===== config.mk =====
export PLATFORM = sky130hd
export DESIGN_NAME = lfu_cache_replacement
export DESIGN_NICKNAME = d
export VERILOG_FILES = /design/src/sv/lfu_pkg.sv /design/src/sv/lfu_ctrl.sv /design/src/sv/lfu_dp.sv /design/src/sv/lfu_cache_replacement.sv
export SDC_FILE = /design/constraint.sdc
export NUM_CORES = 1
export LEC_CHECK = 0
export ABC_CLOCK_PERIOD_IN_PS = 7800
export BUFFER_PORTS_ARGS = -buffer_cell sky130_fd_sc_hd__buf_4
export CELL_PAD_IN_SITES_DETAIL_PLACEMENT = 1
export CELL_PAD_IN_SITES_GLOBAL_PLACEMENT = 2
export CORE_AREA = 2 2 244 246
export CTS_CLUSTER_SIZE = 8
export DETAILED_ROUTE_END_ITERATION = 8
export DIE_AREA = 0 0 246 248
export MAX_ROUTING_LAYER = met4
export PLACE_DENSITY_LB_ADDON = 0.1
export SYNTH_ARGS = -nofsm -noshare
export SYNTH_HDL_FRONTEND = slang
export SYNTH_HIERARCHICAL = 1
export SYNTH_SLANG_ARGS = --single-unit

===== constraint.sdc =====
create_clock -name clk -period 7.8 [get_ports clk]
set_input_delay 0.78 -clock clk [delete_from_list [all_inputs] [get_ports clk]]
set_output_delay 0.78 -clock clk [all_outputs]
set_load 0.01 [all_outputs]

===== src/sv/lfu_pkg.sv =====
package lfu_pkg;

  localparam int OP_W   = 2;
  localparam int ADDR_W = 16;
  localparam int WAY_W  = 2;
  localparam int CNT_W  = 8;

  localparam logic [OP_W-1:0] OP_FIND = 2'd0;
  localparam logic [OP_W-1:0] OP_HIT  = 2'd1;
  localparam logic [OP_W-1:0] OP_INV  = 2'd2;

  localparam logic [CNT_W-1:0] CNT_MAX = 8'd255;

  typedef struct packed {
    logic load;
    logic exec;
    logic out_load;
  } lfu_cmd_t;

  typedef struct packed {
    logic is_find;
    logic is_upd;
  } lfu_stat_t;

endpackage


===== src/sv/lfu_ctrl.sv =====
module lfu_ctrl
  import lfu_pkg::*;
(
  input  logic      clk,
  input  logic      rst,
  input  logic      in_valid,
  output logic      in_ready,
  output logic      out_valid,
  input  logic      out_ready,
  input  lfu_stat_t stat,
  output lfu_cmd_t  cmd
);

  localparam logic S_IDLE = 1'b0;
  localparam logic S_EXEC = 1'b1;

  logic state;
  logic state_next;
  logic out_valid_next;
  logic stall;

  assign in_ready     = (state == S_IDLE);
  assign stall        = stat.is_find && out_valid && !out_ready;
  assign cmd.load     = in_valid && in_ready;
  assign cmd.exec     = (state == S_EXEC) && !stall;
  assign cmd.out_load = cmd.exec && stat.is_find;

  always_comb begin
    state_next = state;
    case (state)
      S_IDLE: begin
        if (cmd.load) state_next = S_EXEC;
      end
      S_EXEC: begin
        if (cmd.exec) state_next = S_IDLE;
      end
      default: state_next = S_IDLE;
    endcase
  end

  always_comb begin
    out_valid_next = out_valid;
    if (cmd.out_load) begin
      out_valid_next = 1'b1;
    end else if (out_ready) begin
      out_valid_next = 1'b0;
    end
  end

  always_ff @(posedge clk) begin
    if (rst) begin
      state     <= S_IDLE;
      out_valid <= 1'b0;
    end else begin
      state     <= state_next;
      out_valid <= out_valid_next;
    end
  end

endmodule


===== src/sv/lfu_dp.sv =====
module lfu_dp
  import lfu_pkg::*;
#(
  parameter int WAYS        = 4,
  parameter int INDEX_BITS  = 4,
  parameter int OFFSET_BITS = 4
) (
  input  logic              clk,
  input  logic              rst,
  input  lfu_cmd_t          cmd,
  output lfu_stat_t         stat,
  input  logic [OP_W-1:0]   op,
  input  logic [ADDR_W-1:0] address,
  input  logic [WAY_W-1:0]  way,
  output logic [WAY_W-1:0]  victim_way
);

  localparam int SETS  = 1 << INDEX_BITS;
  localparam int ROW_W = WAYS * CNT_W;
  localparam int LW    = (WAYS > 1) ? $clog2(WAYS) : 1;
  localparam int P     = 1 << LW;

  logic [ROW_W-1:0]      mem [SETS];
  logic [SETS-1:0]       row_vld;
  logic [ROW_W-1:0]      rd_mem;
  logic                  rd_vld;
  logic [OP_W-1:0]       op_q;
  logic [WAY_W-1:0]      way_q;
  logic [INDEX_BITS-1:0] idx_q;
  logic [INDEX_BITS-1:0] idx;
  logic [ROW_W-1:0]      row;
  logic [ROW_W-1:0]      wr_row;
  logic                  wr_en;
  logic [CNT_W-1:0]      lv_cnt [LW+1][P];
  logic [LW-1:0]         lv_idx [LW+1][P];

  assign idx = address[OFFSET_BITS +: INDEX_BITS];
  assign row = rd_vld ? rd_mem : '0;

  assign stat.is_find = (op_q == OP_FIND);
  assign stat.is_upd  = op_q inside {OP_HIT, OP_INV};
  assign wr_en        = cmd.exec && stat.is_upd;

  // saturating hit or clear on the selected way
  always_comb begin
    logic [CNT_W-1:0] c;
    wr_row = row;
    for (int w = 0; w < WAYS; w++) begin
      c = row[w*CNT_W +: CNT_W];
      if (32'(way_q) == w) begin
        if (op_q == OP_INV) begin
          wr_row[w*CNT_W +: CNT_W] = '0;
        end else if (c != CNT_MAX) begin
          wr_row[w*CNT_W +: CNT_W] = c + 1'b1;
        end
      end
    end
  end

  // min tree, ties to the lower way
  always_comb begin
    for (int i = 0; i < P; i++) begin
      lv_idx[0][i] = LW'(i);
      if (i < WAYS) begin
        lv_cnt[0][i] = row[i*CNT_W +: CNT_W];
      end else begin
        lv_cnt[0][i] = CNT_MAX;
      end
    end
    for (int l = 1; l <= LW; l++) begin
      for (int i = 0; i < P; i++) begin
        lv_cnt[l][i] = CNT_MAX;
        lv_idx[l][i] = '0;
        if (i < (P >> l)) begin
          if (lv_cnt[l-1][2*i+1] < lv_cnt[l-1][2*i]) begin
            lv_cnt[l][i] = lv_cnt[l-1][2*i+1];
            lv_idx[l][i] = lv_idx[l-1][2*i+1];
          end else begin
            lv_cnt[l][i] = lv_cnt[l-1][2*i];
            lv_idx[l][i] = lv_idx[l-1][2*i];
          end
        end
      end
    end
  end

  always_ff @(posedge clk) begin
    if (cmd.load) begin
      rd_mem <= mem[idx];
      op_q   <= op;
      way_q  <= way;
      idx_q  <= idx;
    end
    if (wr_en) begin
      mem[idx_q] <= wr_row;
    end
    if (cmd.out_load) begin
      victim_way <= WAY_W'(lv_idx[LW][0]);
    end
  end

  always_ff @(posedge clk) begin
    if (rst) begin
      row_vld <= '0;
      rd_vld  <= 1'b0;
    end else begin
      if (cmd.load) rd_vld <= row_vld[idx];
      if (wr_en) row_vld[idx_q] <= 1'b1;
    end
  end

endmodule


===== src/sv/lfu_cache_replacement.sv =====
// lfu_cache_replacement: least-frequently-used victim selection
// input channel (in_valid/in_ready) carries op, address and way; the set is
// address[OFFSET_BITS +: INDEX_BITS]. find returns the way of the set with
// the smallest 8-bit use counter (lowest way on ties); hit increments the
// addressed counter up to 255; invalidate clears it. hit or invalidate with
// a way not below WAYS, and op 3, change nothing.
// only find yields an item on the output channel (out_valid/out_ready,
// victim_way), held in an output register until taken.
// each item is accepted in the idle state, which reads the set row from the
// counter memory; the exec state then runs the min tree or writes the row
// back. a find result is loaded into the output register as exec ends, and
// in_ready stays low through exec, so no new item is taken while one is in
// flight. if the receiver stalls, a further find waits in exec until
// the output register frees; hits and invalidates keep flowing.
// synchronous reset clears the handshake state and marks every set row
// as zero through per-row valid bits, so no clearing pass is needed.
module lfu_cache_replacement
  import lfu_pkg::*;
#(
  parameter int WAYS        = 4,
  parameter int INDEX_BITS  = 4,
  parameter int OFFSET_BITS = 4
) (
  input  logic              clk,
  input  logic              rst,
  input  logic              in_valid,
  output logic              in_ready,
  input  logic [OP_W-1:0]   op,
  input  logic [ADDR_W-1:0] address,
  input  logic [WAY_W-1:0]  way,
  output logic              out_valid,
  input  logic              out_ready,
  output logic [WAY_W-1:0]  victim_way
);

  lfu_cmd_t  cmd;
  lfu_stat_t stat;

  lfu_ctrl u_ctrl (
    .clk       (clk),
    .rst       (rst),
    .in_valid  (in_valid),
    .in_ready  (in_ready),
    .out_valid (out_valid),
    .out_ready (out_ready),
    .stat      (stat),
    .cmd       (cmd)
  );

  lfu_dp #(
    .WAYS        (WAYS),
    .INDEX_BITS  (INDEX_BITS),
    .OFFSET_BITS (OFFSET_BITS)
  ) u_dp (
    .clk        (clk),
    .rst        (rst),
    .cmd        (cmd),
    .stat       (stat),
    .op         (op),
    .address    (address),
    .way        (way),
    .victim_way (victim_way)
  );

endmodule


==> flow_summary.rst <==
.. list-table::
   :header-rows: 1

   * - Metric
     - Value
   * - Number of global-route vias before repair
     - 12300
   * - Endpoint required time on the critical path
     - 8.10 ns
   * - Library cell with the largest summed area after synthesis
     - sky130_fd_sc_hd__edfxtp_1
   * - Post-synthesis average cell area
     - 19.7 sq um
   * - Number of max-slew violations in the final report
     - 0
   * - Most common library cell in the layout ignoring fill and taps
     - sky130_fd_sc_hd__edfxtp_1
   * - Cell Chain, Critical Path
     - buf_4, and2_1, inv_1, ha_1, a41o_1, a211oi_1, o21a_1, mux2i_1, nor2_1, ha_1, a21o_1, a21o_1, a21oi_1, o21ai_0, nor2b_1, or4_1
   * - Routability Congestion
     - 0.750
   * - TritonCTS clock tree
     - yes
   * - R2r startpoint
     - u_dp/rd_vld
   * - Fmax
     - 198 MHz
   * - Outcome
     - complete, no violations
   * - Worst-skew pair later-pin latency
     - 0.61 ns
   * - Core region area
     - 0.0585 sq mm
   * - Number of vias in the routed layout
     - 11500
   * - First-pass iteration count of the detailed router
     - 5
   * - Routed wire per std cell
     - 28.1 um
   * - Global-route wire length before repair
     - 84400 um
   * - Synth-to-Final Area Change
     - 14.6%
   * - Number of flops mapped to enable cells by yosys
     - 554
   * - Met3 routed wirelength
     - 2090 um
   * - Highest cell delay on the worst timing path
     - 0.57 ns
   * - Post-Synthesis Cell Area
     - 0.0231 sq mm
   * - Final clock period utilization by the worst path
     - 64.9%
   * - Row count
     - 89
   * - DRT met1 WL
     - 26500 um
   * - DRC errors left
     - 0
   * - Average via count per standard cell
     - 5.64
   * - Final cell count without fillers
     - 2035
   * - Worst r2r dst
     - u_dp/victim_way[0]
   * - Worst Path Arrival
     - 5.36 ns
   * - Pre-CTS setup slack
     - 2.80 ns
   * - Cells resized by post-CTS repair
     - 0
   * - Min-Delay Startpoint
     - op[0]
   * - Category of cells accounting for the largest share of critical-path delay
     - compound AO/OA/AOI/OAI gates
   * - Class of the tightest hold or removal check
     - input port to register
   * - Sort of element at the end of the critical path
     - register
   * - Post-synthesis cell count
     - 1175
   * - Top layer in use
     - met4
   * - Number of top-level pins
     - 28
   * - Area share of the largest cell type after synthesis
     - 71.9%
   * - Antenna diode count
     - 0
   * - Initial antenna violation count
     - 0
   * - WHS Endpoint
     - u_dp/op_q[0]
   * - Clk sink count
     - 573
   * - Maximum level of the CTS H-tree
     - 3
   * - Core utilization of the finished layout
     - 45.4%
   * - Sum of negative setup slack
     - 0 ns
   * - Floorplan die height
     - 248 um
   * - Setup WS post-layout
     - 2.74 ns
   * - Critical path type
     - register to register
   * - Reg clk slew, reported paths
     - 0.06 ns
   * - Slew at the pin closest to its max-slew limit
     - 1.35 ns
   * - CP Depth
     - 16
   * - Remaining Overflow, GRT
     - 0
   * - Minimum clock period
     - 5.06 ns
   * - Post-DP HPWL
     - 29200 um
   * - Number of setup buffers added after CTS
     - 0
   * - Library cell used as clock root buffer
     - sky130_fd_sc_hd__clkbuf_16
   * - Critical path buffers and inverters
     - 2
   * - Element type at the critical path start
     - register
   * - Fraction of final layout cells sized beyond drive strength 1
     - 25.5%
   * - Predominant post-synthesis flop cell
     - sky130_fd_sc_hd__edfxtp_1
   * - Slack of the worst reg-to-reg path
     - 2.74 ns
   * - Critical-path cell with the highest stage delay
     - sky130_fd_sc_hd__dfxtp_2
   * - Number of buffers on the longest clock path
     - 3
   * - Worst Hold Depth
     - 1
   * - Worst R2R Path Depth
     - 16
   * - Violation count after the first detailed-routing iteration
     - 774
   * - Number of antenna-violating nets in the routed design
     - 0
   * - Clock Skew
     - 0.0153 ns
   * - Critical-path maximum fanout
     - 28
   * - RSZ-0062 raised after global routing
     - false
   * - Total chip power
     - 0.00670 W
   * - Combined global-route utilization of all metal layers
     - 20.0%
   * - Clock buffers created by TritonCTS
     - 81
   * - Highest-count cells in the layout ignoring fill and taps
     - 554 x sky130_fd_sc_hd__edfxtp_1, 165 x sky130_fd_sc_hd__mux4_2, 82 x sky130_fd_sc_hd__clkbuf_16
   * - Routed length on met2
     - 27600 um
   * - Initial Utilization
     - 39.6%
   * - Die Area
     - 0.0610 sq mm
   * - Post-detailed-routing wire length
     - 57100 um
   * - Worst vdd ir
     - 145 uV
   * - Share of the yosys chip area belonging to registers
     - 73.6%
   * - Total number of yosys warnings
     - 6
   * - Number of buffers inserted for hold repair after clock tree synthesis
     - 0
   * - Top cells by area in the synthesized netlist
     - sky130_fd_sc_hd__edfxtp_1 72%, sky130_fd_sc_hd__mux4_2 16%, sky130_fd_sc_hd__dfxtp_1 1.6%
   * - NumNets Final
     - 1289
   * - Dpl cells
     - 1931
   * - Largest net degree at the start of global routing
     - 79
   * - Share of synthesized registers carrying an async set or reset
     - 0%
   * - Width of the die
     - 246 um
   * - Remaining max-slew budget at the tightest pin
     - 10.0%
   * - Net count after synthesis
     - 1223
   * - Total count of hold-check failures in the final report
     - 0
   * - Finish-stage setup viols
     - 0
   * - Number of max-capacitance violations reported
     - 0
   * - Pwr dens
     - 253 mW/mm^2
   * - Number of register bits inferred by synthesis
     - 573
   * - Number of buffers added on ports
     - 15
   * - Count of different cell masters after synthesis
     - 51
   * - Reported leakage power
     - 9.42 nW
-- state kept, by name, indices dropped and copies added, names as in the netlist --
name,count
u_dp/row_vld,16
u_dp/op_q,2
u_dp/idx_q,4
u_ctrl/out_valid,1
u_dp/way_q,2
u_dp/mem,512
u_dp/victim_way,2
u_dp/rd_mem,32
u_dp/rd_vld,1
u_ctrl/state,1
-- cell type report --
cell class	count	area [sq um]
Fill cell	5402	31900
Inverter	24	90.1
Timing Repair Buffer	43	347
Multi-Input combinational cell	518	5900
Clock inverter	6	75.1
Sequential cell	573	17000
Clock buffer	98	2120
Tap cell	773	967
-- kinds of logic after synthesis --
group,synth area share [%]
AO/OA/AOI/OAI,2.54
XOR/XNOR,0.151
adder cells (fa/ha/maj),1.34
buffers and inverters,1.43
flip-flops,73.6
multiplexers,16.6
AND/OR/NAND/NOR,4.37
-- worst max-delay path by stage --
| stage | from | to | slack (ns) |
|---|---|---|---|
| final | u_dp/rd_vld | u_dp/victim_way[0] | 2.74 |
| after detailed placement | u_dp/rd_vld | u_dp/victim_way[0] | 2.80 |
| after global routing | u_dp/rd_vld | u_dp/victim_way[0] | 2.40 |
| after CTS | u_dp/rd_vld | u_dp/victim_way[0] | 2.75 |
| after global placement | u_dp/rd_vld | u_dp/victim_way[0] | 2.77 |
| after floorplan | u_dp/rd_vld | u_dp/victim_way[0] | 3.01 |
-- synthesized netlist by cell type, drive strengths merged, types with 3 or more instances --
master / n
edfxtp: 554
mux4: 165
nor2: 87
nand2: 49
clkbuf: 43
a21oi: 37
ha: 24
inv: 24
dfxtp: 19
o21ai: 18
buf: 17
nand4: 16
and2: 14
mux2i: 10
a31oi: 9
nor3: 8
o22ai: 8
and3: 7
nand2b: 7
nand3: 7
a211oi: 5
nor2b: 4
xnor2: 4
a21o: 3
a22oi: 3
and4: 3
nand4b: 3
nor4: 3
-- layer usage --
layer	vias to the layer above	track usage, %
met5	-	-
met4	0	5.40
met3	68	3.00
met2	205	31.3
met1	6270	27.4
li1	4942	-
-- power by group --
group / leakage [nW] / switching [W] / internal (W)
Sequential: 6.04 / 0.0000213 / 0.00337
Clock: 1.07 / 0.00122 / 0.00188
Combinational: 2.32 / 0.000119 / 0.0000842
Total: 9.42 / 0.00136 / 0.00534
-- worst reg2reg max path, delay by kind of cell (launching register included) --
kind                     cells  cell delay (ns)
buffers and inverters        2             0.53
multiplexers                 1             0.24
AND/OR/NAND/NOR              4             1.00
adder cells (fa/ha/maj)      2             0.64
AO/OA/AOI/OAI                7             1.77
flip-flops                   1             0.57
-- stage by stage --
step | hold WS [ns] | area, sq um
final | 0.354 | 26500
after global routing | 0.339 | 26500
after CTS | 0.319 | 26500
after detailed placement | 0.460 | 24300
after global placement | 0.445 | 24300
after floorplan | 0.435 | 23100
(Power assumes the default switching activity.)
